`src/hw/rtl/p2pl_pkg.sv`:
```
`default_nettype none

package p2pl_pkg;

  // Register reset values
  localparam logic [23:0] WINDOW_RESET = 24'd44100;
  localparam logic [15:0] WEIGHT_RESET = 16'd6554;

  // Register index, taken from paddr[2]
  localparam logic REG_WINDOW = 1'b0;
  localparam logic REG_WEIGHT = 1'b1;

  // One in unsigned Q0.16, as a 17-bit value
  localparam logic [16:0] ONE_Q16 = 17'h10000;

  typedef struct packed {
    logic [23:0] window_samples;
    logic [15:0] ema_weight;
  } cfg_t;

  // Window stage result: a window ended, with its magnitude
  typedef struct packed {
    logic        valid;
    logic [15:0] mag;
  } win_res_t;

  // Average stage result: magnitude and integer part of the new average
  typedef struct packed {
    logic        valid;
    logic [15:0] mag;
    logic [15:0] avg;
  } ema_res_t;

endpackage

`default_nettype wire

```
`src/hw/rtl/p2pl_regs.sv`:
```
`default_nettype none

module p2pl_regs (
  input  wire logic         clk,
  input  wire logic         rst,
  input  wire logic         psel,
  input  wire logic         penable,
  input  wire logic         pwrite,
  input  wire logic [2:0]   paddr,
  input  wire logic [31:0]  pwdata,
  output logic [31:0]       prdata,
  output logic              pready,
  output p2pl_pkg::cfg_t    cfg
);
  import p2pl_pkg::*;

  logic [23:0] window_samples;
  logic [15:0] ema_weight;

  // Write on the access cycle
  always_ff @(posedge clk) begin
    if (rst) begin
      window_samples <= WINDOW_RESET;
      ema_weight     <= WEIGHT_RESET;
    end else if (psel && penable && pwrite) begin
      unique case (paddr[2])
        REG_WINDOW: window_samples <= pwdata[23:0];
        REG_WEIGHT: ema_weight     <= pwdata[15:0];
      endcase
    end
  end

  // Read back
  always_comb begin
    unique case (paddr[2])
      REG_WINDOW: prdata = {8'd0, window_samples};
      REG_WEIGHT: prdata = {16'd0, ema_weight};
    endcase
  end

  assign pready             = 1'b1;
  assign cfg.window_samples = window_samples;
  assign cfg.ema_weight     = ema_weight;

endmodule

`default_nettype wire

```
`config.mk`:
```
export PLATFORM = sky130hd
export DESIGN_NAME = p2pl_regs
export DESIGN_NICKNAME = d
export VERILOG_FILES = /design/src/hw/rtl/p2pl_pkg.sv /design/src/hw/rtl/p2pl_regs.sv
export SDC_FILE = /design/constraint.sdc
export NUM_CORES = 1
export LEC_CHECK = 0
export ABC_CLOCK_PERIOD_IN_PS = 1500
export BUFFER_PORTS_ARGS = -buffer_cell sky130_fd_sc_hd__buf_2
export CAP_MARGIN = 20
export CORE_MARGIN = 3
export CORE_UTILIZATION = 44
export CTS_CLUSTER_DIAMETER = 120
export DETAILED_ROUTE_END_ITERATION = 8
export PLACE_DENSITY = 0.79
export RECOVER_POWER = 25
export SLEW_MARGIN = 20
export SYNTH_ARGS = -nofsm -noshare
export SYNTH_HDL_FRONTEND = slang
export SYNTH_SLANG_ARGS = --single-unit
```
`constraint.sdc`:
```
create_clock -name clk -period 1.5 [get_ports clk]
set_input_delay 0.225 -clock clk [delete_from_list [all_inputs] [get_ports clk]]
set_output_delay 0.225 -clock clk [all_outputs]
set_load 0.01 [all_outputs]
```
Word-level counts from Yosys, hierarchy flattened
Index checks and enable logic that the tools add are counted.

Bits in registers: 40. Input port bits: 40. Output and inout bits: 73. Logic and storage cells: 8.

Muxes and demuxes: 1. Bitwise logic cells: 1. Reduce and logical (&&, ||, !) cells: 4.

Operators with widths (count): case mux 32 bit (2 select lines) (1); AND reduction 2 bit (2); logical AND 1 bit (2); inverter 1 bit (1).

Logic depth before layout (Yosys ltp)
Depth in word-level cells: 3. Mapped depth: 5. Gate-level depth less buffers: 2.

Worst setup path before layout
Ideal clock, no wire load.

Kind: in2out. Start point: input paddr[2]. End point: output prdata[10]. Arrival time: 0.902 ns. Required time: 1.275 ns. Path slack: 0.373 ns. Stages: 3. Cell sequence: buf_6 buf_2 mux2_2.

Longest elaborated chain between the ends: 2.

RTL lines: from (decl) (RTL line p2pl_regs.sv:9) `input wire logic [2:0] paddr,`; inverter 1 bit (no line); case mux 32 bit (2 select lines) * (RTL line p2pl_regs.sv:35) `unique case (paddr[2])`; to (decl) (RTL line p2pl_regs.sv:11) `output logic [31:0] prdata,`.

Every way passes the cells marked *; elsewhere a longest branch is shown, timed or not. The select of a mux whose other input is x is not followed.

Worst setup path in the final report
Start point: input paddr[2]. End point: output prdata[14].

The elaborated chain is that of the path after synthesis.

==> flow_summary_export.csv <==
group,metric,value,unit
critical_path,cp.arrival,1130,ps
yosys,synth_seq_cells,40,
cells_and_area,utilization,59.2,%
placement,io_buffers,93,
critical_path,timing.rr.end,"ema_weight[7]",
timing,setup_tns,0,ps
critical_path,cp.required,1270,ps
route,drc,0,
timing,setup_viol_count_final,0,
global_route,grt_usage,16.4,%
route,drt_wl_total,4510,um
floorplanning,start_util,46.2,%
critical_path,regToRegSetupSlack,850,ps
yosys,netlist_instances,208,
yosys,seq_area_frac_synth,39.3,%
cells_and_area,syn2layout_area_growth,28.2,%
cts,clockBufferDepth,2,
yosys,ys.flop_type,"dfxtp_1",
route,wl_per_cell,12.8,um
global_route,grt_pass1_wl,6920,um
route,final_antenna_net_count,0,
cells_and_area,n_antenna_cell,0,
route,dr.pass1.iters,4,
min_path,hold_end,"window_samples[22]",
yosys,syn-cell-area,0.00204,mm^2
timing,fin_hold_ws,187,ps
timing,hold_viol_final,0,
timing,fin_crit_sh,90.6,%
min_path,min_path_type,"in -> reg",
route,routed_via_density,4.75,
cts,cts_buffers,5,
cells_and_area,drive_gt1_share,41.3,%
power_and_ir_drop,leakage,1.22,nW
cts,post-cts-setup-buffers,0,
power_and_ir_drop,power_density,870,mW/mm^2
cts,cts_tree,"yes",
cts,numClockSinks,40,
run_status,outcome,"finished clean",
min_path,hold_path_depth,3,
yosys,synth_common_cells,"nand2b_1, dfxtp_1, mux2i_1, nor2_1, mux2_2",
floorplanning,die_area,0.00549,mm^2
critical_path,endpoint_kind,"primary output",
yosys,async_flop_share,0,%
flow_run,cap_violations,0,
placement,gp_congestion,0.713,
yosys,syn_area_per_cell,9.81,um^2
timing,period_minus_slack,1360,ps
power_and_ir_drop,vdd_drop_max,0.501,mV
critical_path,worstSetupPathType,"in -> out",
yosys,synth_top_area_share,39.3,%
cts,cts_root_buf,"clkbuf_8",
cells_and_area,n_fill_cell,378,
critical_path,crit_path_start_kind,"input port",
cts,cts.htree.levels,2,
timing,fmax,736,MHz
timing,relSlewSlack,61.0,%
timing,worstMarginPinSlew,584,ps
cts,cts-resized-gates,0,
timing,skew,0,ps
floorplanning,die_y,74.1,um
yosys,synthTopCellsByArea,"dfxtp_1, mux2i_1, nand2b_1",
global_route,gr-total-overflow,0,
global_route,antenna_found_initial,0,
yosys,yosysUniqueCellTypes,15,
route,via_count,1671,
floorplanning,row_count,24,
timing,rsz0062_at_grt,"no",
global_route,grt_pass1_vias,1506,
yosys,yosysMostFrequentCell,"nand2b_1",
yosys,synth_area_leader_cell,"dfxtp_1",
critical_path,cp-startpoint,"paddr[2]",
placement,dp_hpwl,3300,um
cts,clock_latency,290,ps
critical_path,reg2reg_depth,2,
critical_path,path_max_fanout,9,
yosys,synth_edf_count,0,
floorplanning,fp.coreArea,0.00441,mm^2
yosys,yosysWarnings,0,
floorplanning,die_w,74.1,um
floorplanning,ios,113,
power_and_ir_drop,finalPower,0.00227,W
route,drt_iter0_markers,61,
cells_and_area,fin_nets,339,
cts,path_clk_slew,80,ps
cts,cts_hold_buf,0,
min_path,min_from,"pwdata[22]",
critical_path,rr_startpoint,"ema_weight[7]",
global_route,grt_max_degree,76,
timing,drv_slew,0,
## cell usage in the layout (no fill, tap or decap)
master	n
and4_1	1
and4b_1	1
buf_12	1
buf_2	93
buf_4	5
bufinv_16	1
clkbuf_2	1
clkbuf_8	5
clkinv_2	1
clkinvlp_4	1
conb_1	9
dfxtp_1	40
dlymetal6s2s_1	1
mux2_2	16
mux2i_1	40
nand2b_1	50
nand4_1	1
nor2_1	25
nor2b_1	8
## power by group
group          switching [W]  internal, W
sequential         0.0000167      0.00108
clock               0.000380     0.000492
combinational       0.000149     0.000152
## critical path: stages
cell    delay (ps)
buf_2          200
buf_4          220
mux2_2         340
buf_2          140
## state kept, by name, summed over array words and instances, names as in the netlist
name,count
ema_weight,16
window_samples,24
## how the worst max path moves through the flow
stage	slack [ps]	end	cells after the start
final	140	prdata[14]	4
after global routing	110	prdata[9]	4
after CTS	150	prdata[14]	4
after detailed placement	150	prdata[14]	4
after global placement	160	prdata[9]	4
after floorplan	370	prdata[10]	3
## kinds of logic (layout without fill, tap and decap cells)
family | after synthesis | after routing | synth area share [%]
and+or+nand+nor | 86 | 86 | 23.6
muxes | 56 | 56 | 28.5
DFF | 40 | 40 | 39.3
buffers and inverters | 24 | 109 | 8.28
other | 2 | 9 | 0.368
## cell type report
class                           instances  area [um^2]  area share [%]
Clock buffer                            5         68.8            2.63
Multi-Input combinational cell        151         1100            41.9
Tap cell                               52         65.1            2.49
Sequential cell                        40          801            30.6
Clock inverter                          3         42.5            1.63
Timing Repair Buffer                  101          541            20.7
## metrics by stage
step | setup slack, ps | std cells | cell area, um^2
3_3_place_gp | 162 | 344 | 2530
3_5_place_dp | 151 | 344 | 2530
6_report | 141 | 352 | 2610
2_1_floorplan | 373 | 215 | 2070
5_1_grt | 106 | 352 | 2610
4_1_cts | 148 | 352 | 2640
## routing by layer
layer | up-vias | GRT usage (%) | part of all wire [%]
li1 | 837 | - | -
met1 | 756 | 19.5 | 42
met4 | 0 | 4.83 | 1.1
met2 | 71 | 27.8 | 47
met3 | 7 | 5.68 | 9.5
met5 | - | 0 | 0
No activity file was read; power rests on OpenSTA's default activity.
