### config.mk
export PLATFORM = sky130hd
export DESIGN_NAME = p2pl_window
export DESIGN_NICKNAME = d
export VERILOG_FILES = /design/src/hw/rtl/p2pl_pkg.sv /design/src/hw/rtl/p2pl_window.sv
export SDC_FILE = /design/constraint.sdc
export NUM_CORES = 1
export LEC_CHECK = 0
export BUFFER_PORTS_ARGS = -buffer_cell sky130_fd_sc_hd__clkbuf_2
export CAP_MARGIN = 20
export CORE_MARGIN = 10
export CORE_UTILIZATION = 60
export DETAILED_ROUTE_END_ITERATION = 7
export PLACE_DENSITY = 0.81
export SKIP_LAST_GASP = 1
export SLEW_MARGIN = 20
export SYNTH_ARGS = -nofsm -noshare
export SYNTH_HDL_FRONTEND = slang
export SYNTH_SLANG_ARGS = --single-unit
### constraint.sdc
create_clock -name clk -period 6.25 [get_ports clk]
set_clock_uncertainty 0.15 [all_clocks]
set_input_delay 0.3125 -clock clk [delete_from_list [all_inputs] [get_ports clk]]
set_output_delay 0.3125 -clock clk [all_outputs]
set_load 0.03 [all_outputs]
### src/hw/rtl/p2pl_pkg.sv
`default_nettype none

package p2pl_pkg;

  // Register reset values
  localparam logic [23:0] WINDOW_RESET = 24'd44100;
  localparam logic [15:0] WEIGHT_RESET = 16'd6554;

  // Register index, taken from paddr[2]
  localparam logic REG_WINDOW = 1'b0;
  localparam logic REG_WEIGHT = 1'b1;

  // One in unsigned Q0.16, as a 17-bit value
  localparam logic [16:0] ONE_Q16 = 17'h10000;

  typedef struct packed {
    logic [23:0] window_samples;
    logic [15:0] ema_weight;
  } cfg_t;

  // Window stage result: a window ended, with its magnitude
  typedef struct packed {
    logic        valid;
    logic [15:0] mag;
  } win_res_t;

  // Average stage result: magnitude and integer part of the new average
  typedef struct packed {
    logic        valid;
    logic [15:0] mag;
    logic [15:0] avg;
  } ema_res_t;

endpackage

`default_nettype wire

### src/hw/rtl/p2pl_window.sv
`default_nettype none

module p2pl_window (
  input  wire logic               clk,
  input  wire logic               rst,
  input  wire logic               en,
  input  wire logic               in_valid,
  input  wire logic signed [15:0] in_sample,
  input  wire logic [23:0]        window_samples,
  output p2pl_pkg::win_res_t      res
);
  import p2pl_pkg::*;

  logic [23:0]        window_count;
  logic signed [15:0] window_max;
  logic signed [15:0] window_min;

  logic [23:0]        count_next;
  logic signed [15:0] max_next;
  logic signed [15:0] min_next;
  logic signed [16:0] span;
  logic               window_end;

  // Take the sample into the extremes and test for the window end
  always_comb begin
    max_next   = (in_sample > window_max) ? in_sample : window_max;
    min_next   = (in_sample < window_min) ? in_sample : window_min;
    count_next = window_count + 24'd1;
    window_end = !(count_next < window_samples);
    span       = 17'(max_next) - 17'(min_next);
  end

  // Advance the window state; clear it when a window ends
  always_ff @(posedge clk) begin
    if (rst) begin
      window_count <= '0;
      window_max   <= '0;
      window_min   <= '0;
      res.valid    <= 1'b0;
    end else if (en) begin
      res.valid <= in_valid && window_end;
      if (in_valid) begin
        if (window_end) begin
          window_count <= '0;
          window_max   <= '0;
          window_min   <= '0;
        end else begin
          window_count <= count_next;
          window_max   <= max_next;
          window_min   <= min_next;
        end
      end
    end
  end

  // Magnitude of the finished window
  always_ff @(posedge clk) begin
    if (en && in_valid) begin
      res.mag <= span[15:0];
    end
  end

endmodule

`default_nettype wire

* Yosys cells after proc, flatten, opt, wreduce, memory -nomap -nowiden
Cells that the tools add are included.
** Word-level totals
- Input port bits :: 44
- Logic and storage cells :: 19
- Bits in registers :: 73
- Output and inout bits :: 17
** Operators by class
- Mux-type cells :: 5
- Magnitude comparators :: 3
- Reduce and logical (&&, ||, !) cells :: 4
- Add/subtract/negate cells :: 2
** Operators by type and width (count)
- two-way mux 16 bit :: 4
- adder 24 x 1 -> 24 bit (second input constant) :: 1
- less-than comparator 24 bit :: 1
- two-way mux 24 bit :: 1
- > comparator 16 bit :: 1
- less-than comparator 16 bit :: 1
- subtractor 16 bit :: 1
- logical AND 1 bit :: 2
- AND reduction 2 bit :: 1
- zero test 1 bit :: 1

* Depth between registers and ports, before layout
Gate-level depths: netlist (run 1).
- Depth in word-level cells :: 4
- Gate-level depth with buffers :: 24
- Depth with buffers taken out :: 20

* Worst setup path after synthesis (run 1)
No wires, ideal clock.
- Kind :: register to register
- Start :: register window_max[15]
- End :: register res[15] (netlist name), data pin
- Clock period less this slack :: 5.194 ns
- Slack :: 1.056 ns
- Library setup time :: 0.266 ns
- Stages on the path, launching flop included :: 23
- Required time :: 5.834 ns
- Path buffers :: 3
- Arrival time :: 4.777 ns
- Cells stage by stage :: dfxtp_1 -> inv_1 -> ha_1 -> nand4_2 -> or4_4 -> a21oi_4 -> o211ai_2 -> nand2_2 -> buf_6 -> clkbuf_1 -> clkbuf_1 -> nand2_1 -> o21ai_0 -> ha_1 -> a21oi_1 -> o211a_1 -> o32ai_1 -> a211oi_1 -> o21ai_1 -> a31oi_2 -> o211ai_2 -> nor4_1 -> nor3_2
** On the way
- Longest elaborated chain between the ends :: 3
** RTL lines
- start: declaration :: RTL line p2pl_window.sv:15 : logic signed [15:0] window_max;
- start signal: assignment :: RTL line p2pl_window.sv:49 : window_max <= max_next;
- > comparator 16 bit :: RTL line p2pl_window.sv:26 : max_next = (in_sample > window_max) ? in_sample : window_max;
- two-way mux 16 bit * :: RTL line p2pl_window.sv:26
- subtractor 16 bit * :: RTL line p2pl_window.sv:30 : span = 17'(max_next) - 17'(min_next);
- net span[15] :: RTL line p2pl_window.sv:21 : logic signed [16:0] span;
- end: declaration :: RTL line p2pl_window.sv:10 : output p2pl_pkg::win_res_t res
Mark *: on every way through the listed nets, which the timed path passes. The rest lies on a longest branch.
A chain may end at the register's enable or synchronous reset.

* Worst setup path after layout (run 1)
Same ends and word-level chain as after synthesis.

==> results of run 1 <==
cells by family after synthesis:
family                   Yosys count  share of synthesized area (%)
AO/OA/AOI/OAI                    182                           20.8
XOR/XNOR                          59                           8.79
AND/OR/NAND/NOR                  237                           20.4
adder cells (fa/ha/maj)           67                           14.3
flip-flops                        73                           27.6
multiplexers                      10                           1.72
buffers and inverters             97                           6.49
final cells by class:
cell class | count | area (um2) | area share, %
Clock buffer | 12 | 165 | 2.55
Clock inverter | 4 | 48.8 | 0.753
Inverter | 69 | 259 | 3.99
Multi-Input combinational cell | 555 | 3880 | 59.8
Sequential cell | 73 | 1620 | 25.0
Tap cell | 133 | 166 | 2.57
Timing Repair Buffer | 66 | 345 | 5.33
cell usage in the layout, fill, tap and decap left out, types with 4 or more instances in the layout:
| master | instances |
|---|---|
| a211oi_1 | 14 |
| a21o_1 | 6 |
| a21oi_1 | 59 |
| a22oi_1 | 6 |
| and3_1 | 9 |
| buf_4 | 6 |
| clkbuf_2 | 60 |
| clkbuf_8 | 12 |
| dfxtp_1 | 57 |
| edfxtp_1 | 16 |
| ha_1 | 63 |
| inv_1 | 68 |
| mux2i_1 | 9 |
| nand2_1 | 55 |
| nand2b_1 | 9 |
| nand3_1 | 32 |
| nand4_1 | 13 |
| nor2_1 | 70 |
| nor2b_1 | 8 |
| nor3_1 | 8 |
| o21a_1 | 5 |
| o21ai_0 | 32 |
| o21ai_1 | 5 |
| o22ai_1 | 4 |
| xnor2_1 | 29 |
| xor2_1 | 30 |
registers in the layout, summed over array words and instances, names as in the netlist:
| name | flops |
|---|---|
| res | 17 |
| window_count | 24 |
| window_max | 16 |
| window_min | 16 |
power by group through the flow:
stage | combinational [uW] | sequential (uW) | clock, uW
after floorplan | 340 | 587 | 0
after global placement | 487 | 553 | 0
after detailed placement | 500 | 555 | 0
after CTS | 505 | 544 | 411
after global routing | 559 | 547 | 436
final | 511 | 544 | 403
routing by layer:
layer | vias to the layer above | track usage, % | share of wire [%]
met5 | - | 0 | 0
met4 | 0 | 7.48 | 2.0
met3 | 34 | 4.63 | 8.1
met2 | 237 | 35.3 | 47
met1 | 2506 | 26.6 | 43
li1 | 2669 | - | -
stage by stage:
| step | setup slack [ns] | area [um2] | util, % | hold slack, ns | cells |
|---|---|---|---|---|---|
| 2_1_floorplan | 1.06 | 5880 | - | 0.282 | 725 |
| 3_3_place_gp | 1.05 | 6270 | 65.0 | 0.288 | 896 |
| 3_5_place_dp | 0.848 | 6270 | 65.0 | 0.298 | 896 |
| 4_1_cts | 0.834 | 6480 | 67.3 | 0.0942 | 912 |
| 5_1_grt | 0.390 | 6480 | 67.3 | 0.116 | 912 |
| 6_report | 0.787 | 6480 | 67.3 | 0.102 | 912 |
worst max path at each step:
stage,from,to,slack (ns),cells past startpoint
final,window_max[15],res[15],0.79,20
after global placement,in_sample[15],res[14],1.05,20
after detailed placement,in_sample[15],res[15],0.85,20
after CTS,window_max[15],res[15],0.83,20
after floorplan,window_max[15],res[15],1.06,22
after global routing,window_max[15],res[15],0.39,20
worst max-delay path, stage by stage, from the launching register on:
cell      delay [ns]
dfxtp_1         0.42
inv_1           0.06
ha_1            0.39
nand4_2         0.20
or4_4           0.60
o21ai_1         0.14
nor3_2          0.13
nor2_2          0.59
nor2_1          0.08
a21oi_1         0.21
ha_1            0.18
inv_1           0.06
a21oi_1         0.25
o211a_1         0.20
o32ai_1         0.08
a211oi_1        0.41
o21ai_1         0.19
a31oi_2         0.36
o211ai_2        0.17
nor4_1          0.25
nor3_2          0.08
==> metrics.csv, run 1 <==
stage,metric,value,unit
pwr,comb_power_share,35.1,%
cells_and_area,nNetsFinal,882,
synth,avgSynthCellArea,8.11,um2
clock_tree,clockBufferDepth,2,
pwr,seq_power_share,37.3,%
timing,rsz0062_at_grt,no,
global_routing,grt_pass1_wl,25300,um
pwr,power_density,225,nW/um2
routing,drt_iter0_markers,385,
clock_tree,clk_latency,0.37,ns
floorplan,ios,61,
synth,synth_common_cells,"70 x nor2_1, 69 x inv_1, 63 x ha_1, 59 x a21oi_1, 57 x dfxtp_1",
synth,synth_top_area_share,19.4,%
flow_run,maxCapViolCount,0,
synth,yosys_warnings,0,
synth,ys_top_cells_by_area,"dfxtp_1 19%, ha_1 13%, edfxtp_1 8.2%",
routing,vias_per_cell,5.97,
worst_setup_path,r2r-start,window_max[15],
worst_setup_path,crit_path_end_kind,register,
routing,remaining_drc_errors,0,
worst_setup_path,critPathArrivalTime,5.43,ns
worst_setup_path,r2r-end,res[15],
worst_hold_path,hold_depth,3,
worst_hold_path,min_path_type,primary input to register,
pwr,power_leakage,0.00276,uW
clock_tree,cts.clk_slew.worst_paths,0.08,ns
floorplan,start_util,61.0,%
timing,setup_violations,0,
pwr,ir_drop,111,uV
worst_setup_path,worstSetupPathType,register to register,
worst_hold_path,worstHoldStart,en,
synth,async_reset_ff_share,0,%
placed_design,hpwl,11400,um
timing,slew_viol_final,0,
synth,synth_most_common_cell,nor2_1,
worst_setup_path,start_kind,register,
synth,ys_ff_latch,73,
routing,drtAntennaViolNets,0,
pwr,power,1460,uW
global_routing,grt_overflow,0,
outcome,run_status,"complete, no violations",
pwr,p_switching,520,uW
pwr,p_sw_share,35.6,%
placed_design,gp_congestion,1.03,
clock_tree,cts_hold_buf,0,
worst_hold_path,holdPathEnd,res[16],
worst_setup_path,r2r_slack,0.79,ns
timing,period_share,87.4,%
clock_tree,post_cts_buffers,0,
floorplan,rows,36,
timing,max-slew-margin-rel,38.8,%
cells_and_area,drive_above_1_share,14.5,%
global_routing,grt_pass1_vias,5304,
timing,worstMarginPinSlew,0.917,ns
timing,max_freq,0.183,GHz
floorplan,fp.dieH,119,um
synth,yosysUniqueCellTypes,83,
cells_and_area,area_growth,10.3,%
clock_tree,numClockSinks,73,
cells_and_area,n_antenna_cell,0,
pwr,internal_power,938,uW
placed_design,port_buffers,60,
routing,via_count,5446,
clock_tree,cts_tree,built,
worst_setup_path,crit_path_max_fanout,16,
routing,drtPass1Iterations,6,
global_routing,antenna_found_initial,0,
synth,synth-main-ff-cell,dfxtp_1,
routing,routedWlPerCell,16.6,um
synth,synth_area_leader_cell,dfxtp_1,
cells_and_area,n_fill_cell,813,
floorplan,die_area,14200,um2
clock_tree,post_cts_resized,0,
timing,hold_viol_final,0,
synth,synth_edf_count,16,
global_routing,track_usage,21.3,%
synth,synth_cells,725,
timing,fin_crit,5.46,ns
pwr,pwr-share-clk,27.6,%
worst_setup_path,r2r.worst_path.cells,20,
timing,finalSetupTns,0,ns
global_routing,grt_max_degree,43,
worst_setup_path,worstPathRequired,6.21,ns
synth,yosysSeqAreaShare,27.6,%
clock_tree,ctsRootBufferMaster,clkbuf_8,
routing,wirelength,15100,um
clock_tree,ctsHtreeMaxLevel,3,
clock_tree,cts_buffers,9,
synth,netlist_area,5880,um2
synth,syn_nets,833,
floorplan,core_area,9640,um2
floorplan,fp.dieW,119,um
No activity file was read; power rests on OpenSTA's default activity.
==> inputs of run 2 (changes only) <==
- BUFFER_PORTS_ARGS: -buffer_cell sky130_fd_sc_hd__clkbuf_2 -> default
- DONT_BUFFER_PORTS: default -> 1
- PLACE_DENSITY: 0.81 -> 0.76
- clock period: 6.25 -> 5.5 ns (I/O delays scaled with it)
==> run 2 against run 1 <==
Compared with the run above: flip-flop and latch count is the same; maximum frequency rose by 4.5%; register-to-register slack worse by 0.52 ns; largest cell class unchanged; critical path depth is the same; clock power is 2% higher; via count fell by 3.3%; combinational power rose by 0.8%.
==> metrics.csv, run 2 (same netlist as run 1, synthesis figures left out) <==
stage,metric,value,unit,change
global_routing,use_met1,26.8,%,+0.22 points
timing,max_freq,0.191,GHz,+4.5%
timing,max-slew-margin-rel,36.8,%,-2.0 points
floorplan,die_area,14200,um2,unchanged
floorplan,ios,61,,unchanged
cells_and_area,regMostFlops,window_count,,
routing,drtAntennaViolNets,0,,unchanged
pwr,power_density,253,nW/um2,+13%
clock_tree,cts_tree,built,,
global_routing,grt_pass1_wl,25700,um,+1.7%
timing,hold_viol_final,0,,unchanged
cells_and_area,n_antenna_cell,0,,unchanged
placed_design,dpl.cell_count,841,,-6.1%
clock_tree,ctsRootBufferMaster,clkbuf_8,,
routing,routedWlPerCell,17.9,um,+8.2%
timing,fin_crit,5.23,ns,-0.233 ns
worst_setup_path,r2r_slack,0.27,ns,-0.52 ns
cells_and_area,drive_above_1_share,7.93,%,-6.6 points
routing,drt_iter0_markers,402,,+4.4%
cells_and_area,nNetsFinal,834,,-5.4%
timing,finalSetupTns,0,ns,unchanged
global_routing,antenna_found_initial,0,,unchanged
pwr,power_leakage,0.00255,uW,-7.5%
routing,remaining_drc_errors,0,,unchanged
global_routing,grt_overflow,0,,unchanged
worst_setup_path,crit_path_end_kind,register,,
worst_setup_path,start_kind,register,,
worst_hold_path,min_path_type,primary input to register,,
floorplan,fp.dieH,119,um,unchanged
timing,rsz0062_at_grt,no,,
clock_tree,post_cts_buffers,0,,unchanged
floorplan,rows,36,,unchanged
global_routing,track_usage,21.8,%,+0.54 points
global_routing,grt_use_met2,36.7,%,+1.4 points
routing,wirelength,15500,um,+2.5%
timing,slew_viol_final,0,,unchanged
routing,vias_per_cell,6.10,,+2.1%
floorplan,fp.dieW,119,um,unchanged
timing,setup_violations,0,,unchanged
cells_and_area,final_cells,864,,-5.3%
cells_and_area,final_common_cell,nor2_1,,
cells_and_area,final_cell_mix,"70 x nor2_1, 68 x inv_1, 63 x ha_1",,
worst_setup_path,critPathLaunch,window_max[15],,
worst_setup_path,worstSetupPathType,register to register,,
routing,via_count,5269,,-3.3%
worst_setup_path,critPathArrivalTime,5.21,ns,-0.22 ns
timing,period_share,95.1,%,+7.7 points
cells_and_area,final_core_util,65.1,%,-2.2 points
clock_tree,cts.clk_slew.worst_paths,0.09,ns,about the same
worst_setup_path,r2r-start,window_max[15],,
global_routing,grt_pass1_vias,5333,,+0.55%
global_routing,busiest_layer,met2,,
worst_setup_path,worstPathRequired,5.48,ns,-0.73 ns
floorplan,start_util,61.0,%,unchanged
clock_tree,ctsHtreeMaxLevel,3,,unchanged
worst_setup_path,r2r-end,res[14],,
worst_setup_path,r2r.worst_path.cells,20,,unchanged
global_routing,use_met3,4.58,%,-0.047 points
worst_setup_path,crit_path_max_fanout,15,,-1
clock_tree,clk_latency,0.36,ns,about the same
cells_and_area,largest_reg_flops,24,,unchanged
clock_tree,clockBufferDepth,2,,unchanged
placed_design,hpwl,11300,um,-0.72%
outcome,run_status,"complete, no violations",,
worst_setup_path,cp-endpoint,res[14],,
global_routing,grt_max_degree,39,,-9.3%
placed_design,port_buffers,0,,-100%
flow_run,maxCapViolCount,0,,unchanged
timing,worstMarginPinSlew,0.944,ns,+0.0274 ns
cells_and_area,top_regs,"window_count (24), res (17)",,
clock_tree,cts_buffers,9,,unchanged
floorplan,core_area,9640,um2,unchanged
cells_and_area,area_growth,6.71,%,
placed_design,gp_congestion,0.969,,-6.0%
routing,drtPass1Iterations,5,,-1
pwr,ir_drop,117,uV,+5.0%
clock_tree,numClockSinks,73,,unchanged
==> run 2: changes by cell type in the layout (fill, tap and decap cells not counted), moves of 3 or more <==
cell | previous run | this run
clkbuf_2 | 60 | 0
dlygate4sd3_1 | 0 | 7
buf_4 | 6 | 11
clkbuf_8 | 12 | 9
==> run 2: report_power, final <==
part           switching (uW)  total (uW)  internal (uW)
registers                59.5         662            602
clock network             222         412            191
logic                     308         515            208
==> run 2: area by class of cell <==
class / instances / area (um2)
tap: 133 / 166
clock buffer: 10 / 149
inverter: 69 / 259
clock inverter: 6 / 38.8
fill: 884 / 3370
sequential: 73 / 1620
timing repair buffer: 18 / 153
multi-input combinational: 555 / 3880
==> run 2: what timing repair did <==
item                                   in CTS  in global routing
hold buffers                                7                  0
setup endpoints to repair                   0                  3
gates resized for setup                     0                  2
endpoints found under the hold margin      26                  0
==> run 2: per-layer routing <==
| metal | part of all wire [%] | wire, um |
|---|---|---|
| met3 | 6.6 | 1020 |
| met4 | 2.4 | 366 |
| met2 | 47 | 7250 |
| met5 | 0 | 0 |
| met1 | 44 | 6860 |
==> run 2: critical path, cell delays in order (launching register included) <==
cell	delay [ns]
dfxtp_1	0.41
inv_1	0.06
ha_1	0.37
nand4_2	0.18
or4_4	0.56
a21oi_4	0.21
o211a_4	0.27
nor2_2	0.06
buf_4	0.21
a21oi_1	0.23
ha_1	0.18
inv_1	0.06
fa_1	0.35
inv_1	0.09
o31ai_1	0.07
a31oi_1	0.30
a211oi_1	0.21
a221o_1	0.46
a21boi_2	0.22
nor3b_1	0.07
a211o_1	0.26
==> run 2: metrics by stage <==
stage / total power, uW / hold slack [ns] / setup slack (ns) / cell area (um2)
finish: 1590 / 0.0169 / 0.270 / 6270
global route: 1670 / 0.0375 / 0.0405 / 6270
CTS: 1590 / 0.0130 / 0.310 / 6260
detailed placement: 1170 / 0.201 / 0.333 / 6010
global placement: 1160 / 0.199 / 0.414 / 6010
floorplan: 1050 / 0.272 / 0.306 / 5880
==> run 2: worst min path at each step <==
stage | start | to | slack [ns] | cells past startpoint
finish | rst | window_count[22] | 0.02 | 3
global route | rst | window_count[12] | 0.04 | 3
CTS | rst | window_count[22] | 0.01 | 3
detailed placement | rst | window_count[7] | 0.20 | 1
global placement | rst | window_count[21] | 0.20 | 1
floorplan | in_sample[15] | window_min[15] | 0.27 | 2
