File: src/hw/rtl/p2pl_pkg.sv
`default_nettype none

package p2pl_pkg;

  // Register reset values
  localparam logic [23:0] WINDOW_RESET = 24'd44100;
  localparam logic [15:0] WEIGHT_RESET = 16'd6554;

  // Register index, taken from paddr[2]
  localparam logic REG_WINDOW = 1'b0;
  localparam logic REG_WEIGHT = 1'b1;

  // One in unsigned Q0.16, as a 17-bit value
  localparam logic [16:0] ONE_Q16 = 17'h10000;

  typedef struct packed {
    logic [23:0] window_samples;
    logic [15:0] ema_weight;
  } cfg_t;

  // Window stage result: a window ended, with its magnitude
  typedef struct packed {
    logic        valid;
    logic [15:0] mag;
  } win_res_t;

  // Average stage result: magnitude and integer part of the new average
  typedef struct packed {
    logic        valid;
    logic [15:0] mag;
    logic [15:0] avg;
  } ema_res_t;

endpackage

`default_nettype wire

File: src/hw/rtl/p2pl_level.sv
`default_nettype none

module p2pl_level (
  input  wire logic          clk,
  input  wire logic          rst,
  input  wire logic          en,
  input  p2pl_pkg::ema_res_t in,
  output logic               result_valid,
  output logic [15:0]        level,
  output logic [15:0]        peak_to_peak,
  output logic [15:0]        average
);
  import p2pl_pkg::*;

  logic [16:0] diff;
  logic [15:0] level_next;

  // Absolute difference of magnitude and average
  always_comb begin
    diff       = {1'b0, in.mag} - {1'b0, in.avg};
    level_next = diff[16] ? (in.avg - in.mag) : diff[15:0];
  end

  always_ff @(posedge clk) begin
    if (rst) begin
      result_valid <= 1'b0;
    end else if (en) begin
      result_valid <= in.valid;
    end
  end

  // Load the result register
  always_ff @(posedge clk) begin
    if (en && in.valid) begin
      level        <= level_next;
      peak_to_peak <= in.mag;
      average      <= in.avg;
    end
  end

endmodule

`default_nettype wire
File: config.mk
export PLATFORM = sky130hd
export DESIGN_NAME = p2pl_level
export DESIGN_NICKNAME = d
export VERILOG_FILES = /design/src/hw/rtl/p2pl_pkg.sv /design/src/hw/rtl/p2pl_level.sv
export SDC_FILE = /design/constraint.sdc
export NUM_CORES = 1
export LEC_CHECK = 0
export BUFFER_PORTS_ARGS = -buffer_cell sky130_fd_sc_hd__buf_2
export CAP_MARGIN = 30
export CORE_UTILIZATION = 59
export CTS_BUF_LIST = sky130_fd_sc_hd__clkbuf_4 sky130_fd_sc_hd__clkbuf_8
export DETAILED_ROUTE_END_ITERATION = 8
export GPL_TIMING_DRIVEN = 0
export PLACE_DENSITY_LB_ADDON = 0.15
export SETUP_SLACK_MARGIN = 0.5
export SYNTH_ARGS = -nofsm -noshare
export SYNTH_HDL_FRONTEND = slang
export SYNTH_SLANG_ARGS = --single-unit
File: constraint.sdc
create_clock -name clk -period 4.8 [get_ports clk]
set_input_delay 1.2 -clock clk [delete_from_list [all_inputs] [get_ports clk]]
set_output_delay 1.2 -clock clk [all_outputs]
set_load 0.03 [all_outputs]
======== Word level (Yosys, flattened, before mapping) ========
Index checks and enable logic that the tools add are counted.
operators by class
  add/subtract/negate cells ............... 2
  multiplexer cells ....................... 1
  reduce and logical (&&, ||, !) cells .... 1
operator list
  operator                      number
  subtractor 16 x 16 -> 17 bit  1
  two-way mux 16 bit            1
  subtractor 16 bit             1
  logical AND 1 bit             1
storage, ports and cells
  flip-flop bits (word level) ............. 49
  bits of input ports ..................... 36
  output and inout port bits .............. 49

======== Longest topological paths before layout ========
Gate-level depths: netlist of the first run.
  word-level depth ........................ 2
  gate-level depth with buffers ........... 10

======== Worst setup path before layout of the first run ========
Ideal clock, no wire load.
  kind .................................... in2reg
  from .................................... input in[16] (netlist name)
  to ...................................... register level[14] (data pin)
  library setup time ...................... 0.260 ns
  arrival ................................. 2.950 ns
  slack ................................... 1.590 ns
  cell stages on the path ................. 10
  buffers on the path ..................... 1
  path through ............................ inv_1 > ha_1 > fa_1 > nand3b_1 > a21oi_1 > o21ai_1 > o21ai_4 > buf_6 > mux2i_1 > xnor2_1
between the ends
  word-level cells in the longest chain between the ends .. 2
  elaborated cells between the ends (all ways) .. 3
  classes of those cells .................. 2 x add/sub; 1 x mux
ends and longest elaborated chain
  item                                                               RTL line                            text
  start: declaration                                                 p2pl_level.sv:7                     input p2pl_pkg::ema_res_t in,
  subtractor 16 x 16 -> 17 bit or subtractor 16 bit (tied branches)  p2pl_level.sv:20, p2pl_level.sv:21
  two-way mux 16 bit *                                               p2pl_level.sv:21                    level_next = diff[16] ? (in.avg - in.mag) : diff[15:0];
  net level_next[14]                                                 p2pl_level.sv:16                    logic [15:0] level_next;
  end signal: assignment                                             p2pl_level.sv:35                    level <= level_next;
  end: declaration                                                   p2pl_level.sv:9                     output logic [15:0] level,
The timed path passes the listed nets; every way through them passes the cells marked *.
A chain may end at the register's enable or synchronous reset.

======== Worst setup path after layout of the first run ========
Same ends and word-level chain as after synthesis.

==> results of run 1 <==
## Yosys cell counts (3+ instances only)
| cell type | number | share of area (%) |
|---|---|---|
| sky130_fd_sc_hd__or2_2 | 5 | 1.0 |
| sky130_fd_sc_hd__o21a_1 | 5 | 1.2 |
| sky130_fd_sc_hd__a21oi_1 | 30 | 4.9 |
| sky130_fd_sc_hd__xor2_1 | 4 | 1.1 |
| sky130_fd_sc_hd__o21bai_1 | 4 | 0.98 |
| sky130_fd_sc_hd__o21ai_0 | 13 | 2.1 |
| sky130_fd_sc_hd__buf_6 | 3 | 1.1 |
| sky130_fd_sc_hd__nor2b_1 | 3 | 0.61 |
| sky130_fd_sc_hd__nor2_1 | 9 | 1.1 |
| sky130_fd_sc_hd__inv_1 | 34 | 4.1 |
| sky130_fd_sc_hd__nand4_1 | 7 | 1.4 |
| sky130_fd_sc_hd__nand2_1 | 13 | 1.6 |
| sky130_fd_sc_hd__edfxtp_1 | 48 | 47 |
| sky130_fd_sc_hd__and2_1 | 3 | 0.61 |
| sky130_fd_sc_hd__ha_1 | 33 | 13 |
| sky130_fd_sc_hd__nand3b_1 | 3 | 0.73 |
| sky130_fd_sc_hd__o221ai_1 | 3 | 0.85 |
| sky130_fd_sc_hd__buf_2 | 7 | 1.1 |
| sky130_fd_sc_hd__xnor2_1 | 10 | 2.8 |
| sky130_fd_sc_hd__mux2i_1 | 13 | 4.2 |
## metal layers
metal  vias up  share of wire (%)  GRT usage (%)
li1       1169                  -              -
met1      1064                 45          30.33
met2        87                 49          42.53
met3         7                5.0          4.201
met4         0               0.99          6.080
met5         -                  0              0
## worst paths after layout
check | startpoint | to | cells past startpoint | slack [ns]
setup / recovery | in[16] | level[14] | 11 | 1.34
hold / removal | result_valid | result_valid | 2 | 0.51
hold reg to reg | result_valid | result_valid | 2 | 0.51
setup reg to reg | result_valid | result_valid | 2 | 4.19
## through the flow
stage	util [%]	hold slack [ns]	setup WS, ns	instances	total power (W)
final	76.28	0.5106	1.339	434	0.001182
after detailed placement	73.82	0.5056	0.9883	426	0.0008851
after global placement	73.38	0.4645	1.021	425	0.0008766
after floorplan	-	0.6281	1.590	274	0.0007882
after global routing	76.28	0.5686	1.134	434	0.001233
after CTS	76.28	0.5266	1.302	434	0.001186
## power breakdown
part | total [W] | switching, W | leakage [nW] | internal, W
clock | 0.000305 | 0.000130 | 0.0619 | 0.000175
combinational | 0.000352 | 0.000226 | 1.17 | 0.000126
sequential | 0.000525 | 0.00000689 | 0.459 | 0.000518
total | 0.00118 | 0.000362 | 1.69 | 0.000820
## sequential cells by signal, indices dropped and copies added, names as in the netlist
name,count
peak_to_peak,16
level,16
result_valid,1
average,16
## worst reg2reg max path, stage by stage, from the launching register on
cell and delay [ns]:
sky130_fd_sc_hd__dfxtp_1 0.32, sky130_fd_sc_hd__a21oi_1 0.14, sky130_fd_sc_hd__nor2_1 0.05
## logic make-up (layout without fill, tap and decap cells)
logic type / after synthesis / count (layout)
compound gates: 71 / 71
xor+xnor: 14 / 14
fa+ha+maj: 35 / 35
buf+inv: 45 / 138
flops: 49 / 49
mux: 13 / 13
simple gates: 47 / 47
## layout make-up
type	instances	area (µm²)	share of cell area (%)
Clock buffer	7	90.09	2.420
Inverter	35	131.4	3.529
Buffer	10	68.82	1.849
Tap cell	67	83.83	2.252
Multi-Input combinational cell	180	1416	38.05
Sequential cell	49	1461	39.26
Timing Repair Buffer	85	440.4	11.83
Clock inverter	1	30.03	0.8067
==> impl_table.tex, run 1 <==
\begin{tabular}{lr}
\hline
Metric & Value \\
\hline
\multicolumn{2}{l}{\textbf{Outcome}} \\
\quad Outcome & finished, final reports clean \\
\multicolumn{2}{l}{\textbf{Routing}} \\
\quad Routed wire length & between 6000 and 7000 µm \\
\quad Routed length per instance & between 10 and 15 µm \\
\quad Residual DRC & 0 \\
\quad Number of DRC markers in iteration 0 & 84 \\
\quad Remaining antenna violation count after routing & 0 \\
\quad Average via count per standard cell & between 5 and 6 \\
\quad Pre-antenna DRT Iters & 4 \\
\quad Total via count after detailed routing & around 2300 \\
\multicolumn{2}{l}{\textbf{Synthesis}} \\
\quad Post-Synthesis Mean Instance Area & between 10 and 15 µm² \\
\quad Net count after synthesis & roughly 350 \\
\quad Post-synthesis async set-or-reset flop share & 0\% \\
\quad Number of synthesized register bits & 49 \\
\quad Post-synth EDFFs & 48 \\
\quad Post-synthesis adder-cell area fraction & between 10\% and 20\% \\
\quad Sequential fraction of the synthesis area & 47.50\% \\
\quad Post-synthesis mux area share & under 10\% \\
\quad Number of standard cells after synthesis & $\sim$270 \\
\quad Netlist area before placement & approximately 3100 µm² \\
\quad Distinct cells, synth & 40 \\
\quad Total of warnings raised by yosys & 0 \\
\quad Main combinational cell family by area after synthesis & compound AO/OA/AOI/OAI gates \\
\quad Post-synth top flop & sky130\_fd\_sc\_hd\_\_edfxtp\_1 \\
\quad Synth Area in Simple Gates & under 10\% \\
\quad Complex-gate fraction of the synthesized area & around 15\% \\
\quad XOR/XNOR Fraction of Synth Area & around 4.0\% \\
\multicolumn{2}{l}{\textbf{Global routing}} \\
\quad First-pass GRT wire length & slightly below 10000 µm \\
\quad Initial antenna violation count & 0 \\
\quad Number of global-route vias before repair & 2178 \\
\quad Global-route total usage across every layer & a little under a quarter \\
\quad Remaining global-route overflow & 0 \\
\quad Maximum number of pins on one net before global-route repair & 31 \\
\multicolumn{2}{l}{\textbf{STA}} \\
\quad Number of endpoints failing setup at the final stage & 0 \\
\quad Upper clock frequency limit & around 290 MHz \\
\quad Total count of hold-check failures in the final report & 0 \\
\quad Aggregate negative setup slack & 0 ns \\
\quad Slew at the pin closest to its max-slew limit & approximately 0.48 ns \\
\quad Final-report max-slew violation count & 0 \\
\quad Max transition margin & 67.81\% \\
\quad Time the worst path needs with I/O delays and setup & 3.461 ns \\
\quad Crit share post-route & 72.10\% \\
\quad Clock skew & 0 ns \\
\quad Unrepaired setup endpoints after global routing & no \\
\multicolumn{2}{l}{\textbf{Clocking}} \\
\quad Clock-pin slew of the registers on the worst-case setup and hold paths & 0.09 ns \\
\quad Number of buffers created by CTS & 5 \\
\quad Clock Latency Late Sink & around 0.30 ns \\
\quad Clock Sinks & 49 \\
\quad Cell chosen for the clock root & sky130\_fd\_sc\_hd\_\_clkbuf\_8 \\
\quad Clock tree from TritonCTS & built \\
\quad Number of buffers added to fix hold violations after cts & 0 \\
\quad Buffer depth of the longest clock path & 2 \\
\quad Post-CTS Repair Setup Buffers & 0 \\
\quad Count of H-tree levels built during CTS & 2 \\
\quad Resize count post-CTS & 0 \\
\multicolumn{2}{l}{\textbf{Final layout}} \\
\quad Fillers & between 300 and 400 \\
\quad Most frequent cells in the layout & sky130\_fd\_sc\_hd\_\_buf\_2 (91), sky130\_fd\_sc\_hd\_\_edfxtp\_1 (48), sky130\_fd\_sc\_hd\_\_inv\_1 (34), sky130\_fd\_sc\_hd\_\_ha\_1 (33), sky130\_fd\_sc\_hd\_\_a21oi\_1 (30) \\
\quad Number of diodes & 0 \\
\quad Fraction of layout cells with a size suffix above 1 & about a third \\
\quad Commonest non-fill, non-tap cell in the layout & sky130\_fd\_sc\_hd\_\_buf\_2 \\
\quad Area added between synthesis and finish & 20.98\% \\
\quad Final Cell Area & 3722 µm² \\
\quad Final net count & roughly 440 \\
\multicolumn{2}{l}{\textbf{Floorplan}} \\
\quad Count of boundary I/O pins & 85 \\
\quad Std-Cell Rows & 25 \\
\quad Starting utilization of the core area & 63.05\% \\
\quad Die Outline Area & $\sim$5500 µm² \\
\quad Placeable core region & 4880 µm² \\
\quad Overall die width & 74.22 µm \\
\quad Die Height & 74.22 µm \\
\multicolumn{2}{l}{\textbf{Power and ir drop}} \\
\quad Peak ir drop on the vdd network & roughly 0.18 mV \\
\quad Power Dens Cells & between 300 and 400 nW/µm² \\
\quad Static leakage & 1.691 nW \\
\multicolumn{2}{l}{\textbf{Setup path}} \\
\quad Cell at the slowest stage of the critical path & sky130\_fd\_sc\_hd\_\_fa\_1 \\
\quad Worst endpoint required time & 4.85 ns \\
\quad Crit path capture type & flop \\
\quad Slowest Stage Delay on Critical Path & 0.39 ns \\
\quad Crit path arrival time & between 3 and 4 ns \\
\quad List of cells traversed by the critical path & buf\_2 > inv\_1 > ha\_1 > fa\_1 > nand3b\_1 > a21oi\_1 > o21ai\_1 > o21ai\_4 > buf\_6 > mux2i\_1 > xnor2\_1 \\
\quad Worst Path Max Fanout & 10 \\
\quad CP delay by family, top & compound AO/OA/AOI/OAI gates \\
\quad Class of the most critical setup path & input pin to flop \\
\quad Count of buffering cells on the critical path with inverters included & 3 \\
\quad Critical path startpoint category & input pin \\
\multicolumn{2}{l}{\textbf{Placed design}} \\
\quad Global placer's final weighted congestion & about 0.84 \\
\quad Standard cell area after detailed placement & around 3600 µm² \\
\quad Port Buffer Count & between 80 and 90 \\
\quad Half-perimeter wire length of the detailed placement result & between 4000 and 5000 µm \\
\multicolumn{2}{l}{\textbf{Min path}} \\
\quad Worst Hold Class & flop to flop \\
\multicolumn{2}{l}{\textbf{Flow run}} \\
\quad Total of max-cap violations & 0 \\
\hline
\end{tabular}
Power figures use the tool's default switching activity.
==> run 2: changes to the inputs <==
Settings changed: CORE_UTILIZATION 59 to 54.
Clock period 4.8 ns to 3.35 ns, I/O delays scaled along.
==> run 2 against run 1 <==
- via count up 1.8%
- critical endpoint is now level[6]
- clock power up 39%
- power up 46%
- clock skew unchanged
- die area up 9.0%
- largest cell class unchanged
==> impl_table.tex, run 2 (synthesis results as in run 1) <==
\begin{tabular}{lr}
\hline
Metric & Value \\
\hline
\multicolumn{2}{l}{\textbf{Placed design}} \\
\quad Setup slack at placement & -0.005741 ns (-0.9940 ns) \\
\quad Port Buffer Count & 84 (unchanged) \\
\quad Half-perimeter wire length of the detailed placement result & 4981 µm (+0.55\%) \\
\quad Global placer's final weighted congestion & 0.8597 (+1.9\%) \\
\multicolumn{2}{l}{\textbf{Floorplan}} \\
\quad Placeable core region & 5507 µm² (+13\%) \\
\quad Overall die width & 77.48 µm (+4.4\%) \\
\quad Die Outline Area & 6003 µm² (+9.0\%) \\
\quad Die Height & 77.48 µm (+4.4\%) \\
\quad Count of boundary I/O pins & 85 (unchanged) \\
\quad Starting utilization of the core area & 55.87\% (-7.2 points) \\
\quad Std-Cell Rows & 27 (+8.0\%) \\
\multicolumn{2}{l}{\textbf{Global routing}} \\
\quad Initial antenna violation count & 0 (unchanged) \\
\quad Maximum number of pins on one net before global-route repair & 29 (-6.5\%) \\
\quad First-pass GRT wire length & 10300 µm (+5.2\%) \\
\quad Number of global-route vias before repair & 2257 (+3.6\%) \\
\quad Remaining global-route overflow & 0 (unchanged) \\
\quad Global-route total usage across every layer & 22.27\% (-1.7 points) \\
\multicolumn{2}{l}{\textbf{Final layout}} \\
\quad Area of combinational cells with multiple inputs & 1459 µm² (+3.0\%) \\
\quad Commonest non-fill, non-tap cell in the layout & sky130\_fd\_sc\_hd\_\_buf\_2 \\
\quad Final net count & 447 (+2.3\%) \\
\quad Area occupied by registers & 1461 µm² (unchanged) \\
\quad Fillers & 415 (+20\%) \\
\quad Largest registers & average: 16 flops, level: 16 flops, peak\_to\_peak: 16 flops \\
\quad Area added between synthesis and finish & 25.74\% \\
\quad Final core utilization & 70.26\% (-6.0 points) \\
\quad Number of diodes & 0 (unchanged) \\
\quad Fraction of layout cells with a size suffix above 1 & 36.07\% (+4.7 points) \\
\quad Most frequent cells in the layout & sky130\_fd\_sc\_hd\_\_buf\_2 (90), sky130\_fd\_sc\_hd\_\_edfxtp\_1 (48), sky130\_fd\_sc\_hd\_\_inv\_1 (33), sky130\_fd\_sc\_hd\_\_ha\_1 (32), sky130\_fd\_sc\_hd\_\_a21oi\_1 (29) \\
\multicolumn{2}{l}{\textbf{STA}} \\
\quad Time the worst path needs with I/O delays and setup & 2.875 ns \\
\quad Slew at the pin closest to its max-slew limit & 0.5259 ns (+0.04302 ns) \\
\quad Final-report max-slew violation count & 0 (unchanged) \\
\quad Clock skew & 0 ns (unchanged) \\
\quad Upper clock frequency limit & between 300 and 400 MHz \\
\quad Crit share post-route & a little under nine tenths \\
\quad Max transition margin & 64.62\% (-3.2 points) \\
\quad Minimum hold slack & 0.4922 ns (-0.01839 ns) \\
\quad Final critical-path setup slack & 0.4748 ns (-0.8646 ns) \\
\quad Aggregate negative setup slack & 0 ns (unchanged) \\
\quad Number of endpoints failing setup at the final stage & 0 (unchanged) \\
\quad Total count of hold-check failures in the final report & 0 (unchanged) \\
\quad Unrepaired setup endpoints after global routing & yes \\
\multicolumn{2}{l}{\textbf{Clocking}} \\
\quad Cell chosen for the clock root & sky130\_fd\_sc\_hd\_\_clkbuf\_8 \\
\quad Clock Sinks & 49 (unchanged) \\
\quad Number of buffers created by CTS & 5 (unchanged) \\
\quad Clock Latency Late Sink & 0.30 ns (about the same) \\
\quad Buffer depth of the longest clock path & 2 (unchanged) \\
\quad Count of H-tree levels built during CTS & 2 (unchanged) \\
\quad Number of buffers added to fix hold violations after cts & 0 (unchanged) \\
\quad Clock-pin slew of the registers on the worst-case setup and hold paths & 0.09 ns (about the same) \\
\quad Clock tree from TritonCTS & built \\
\multicolumn{2}{l}{\textbf{Power and ir drop}} \\
\quad Static leakage & 1.742 nW (+3.0\%) \\
\quad Peak ir drop on the vdd network & 0.2430 mV (+37\%) \\
\quad Total design power & 0.001731 W (+46\%) \\
\quad Power Dens Cells & 447.4 nW/µm² (+41\%) \\
\multicolumn{2}{l}{\textbf{Routing}} \\
\quad Remaining antenna violation count after routing & 0 (unchanged) \\
\quad Total via count after detailed routing & 2368 (+1.8\%) \\
\quad Pre-antenna DRT Iters & 4 (unchanged) \\
\quad Average via count per standard cell & 5.274 (-1.6\%) \\
\quad Routed length per instance & 14.46 µm (+1.8\%) \\
\quad Number of DRC markers in iteration 0 & 138 (+64\%) \\
\quad Residual DRC & 0 (unchanged) \\
\quad Routed wire length & 6491 µm (+5.3\%) \\
\multicolumn{2}{l}{\textbf{Setup path}} \\
\quad Crit path capture type & flop \\
\quad Slowest Stage Delay on Critical Path & 0.34 ns (-0.05 ns) \\
\quad Critical path startpoint category & input pin \\
\quad Worst endpoint required time & 3.47 ns (-1.38 ns) \\
\quad Worst Path Max Fanout & 4 (-6) \\
\quad List of cells traversed by the critical path & buf\_4 > inv\_2 > ha\_2 > fa\_2 > nand3b\_1 > a21oi\_2 > o21ai\_2 > o21ai\_4 > buf\_6 > buf\_6 > mux2i\_1 > xor2\_1 \\
\quad Crit path arrival time & 3.00 ns (-0.51 ns) \\
\quad Cell at the slowest stage of the critical path & sky130\_fd\_sc\_hd\_\_fa\_2 \\
\quad Cell occurring most often along the worst timing path & sky130\_fd\_sc\_hd\_\_buf\_6 \\
\quad Class of the most critical setup path & input pin to flop \\
\multicolumn{2}{l}{\textbf{Outcome}} \\
\quad Outcome & finished, final reports clean \\
\multicolumn{2}{l}{\textbf{Min path}} \\
\quad Worst Hold Class & flop to flop \\
\multicolumn{2}{l}{\textbf{Flow run}} \\
\quad Total of max-cap violations & 0 (unchanged) \\
\hline
\end{tabular}
==> run 2: cell types whose count changed in the layout (fill, tap and decap cells not counted), moves of 2 or more <==
| cell | delta |
|---|---|
| sky130_fd_sc_hd__buf_4 | +7 |
| sky130_fd_sc_hd__buf_6 | +2 |
| sky130_fd_sc_hd__buf_8 | +2 |
| sky130_fd_sc_hd__mux2i_1 | -4 |
| sky130_fd_sc_hd__mux2i_2 | +4 |
==> run 2: per-layer routing <==
layer | part of all wire [%] | global-route usage, % | vias up
li1 | - | - | 1177
met2 | 46 | 36.73 | 71
met3 | 4.5 | 4.588 | 6
met1 | 48 | 30.42 | 1114
met4 | 0.68 | 4.340 | 0
met5 | 0 | 0 | -
==> run 2: final cells by class <==
cell class,count,share of cell area (%)
multi-input cells,180,37.71
well taps,72,2.329
clock buffers,6,1.973
inverters,35,3.396
repair buffers,95,14.07
flip-flops and latches,49,37.77
plain buffers,10,1.876
clock inverters,2,0.8732
==> run 2: stage by stage <==
step | instance area [µm²] | instances
after floorplan | 3077 | 274
after global placement | 3587 | 430
after detailed placement | 3616 | 431
after CTS | 3825 | 448
after global routing | 3869 | 449
final | 3869 | 449
==> run 2: power breakdown <==
group / internal, W / switching, W
Clock: 0.000229 / 0.000194
Sequential: 0.000742 / 0.00000958
Combinational: 0.000213 / 0.000344
==> run 2: timing repair <==
item,in CTS,in global routing
gates resized for setup,10,10
setup buffers,9,1
setup endpoints to repair,10,14
pin swaps,4,6
hold endpoints to repair,0,0
==> run 2: worst paths after layout <==
| path | startpoint | to | slack (ns) | cells after the start |
|---|---|---|---|---|
| setup / recovery | in[16] | level[6] | 0.47 | 12 |
| hold / removal | result_valid | result_valid | 0.49 | 2 |
| setup reg to reg | result_valid | result_valid | 2.77 | 2 |
| hold reg to reg | result_valid | result_valid | 0.49 | 2 |
==> run 2: critical path, delay by kind of cell <==
family / cells / cell delay [ns]
AO/OA/AOI/OAI: 3 / 0.54
XOR/XNOR: 1 / 0.26
adder cells (fa/ha/maj): 2 / 0.51
buffers and inverters: 4 / 0.40
multiplexers: 1 / 0.23
AND/OR/NAND/NOR: 1 / 0.22
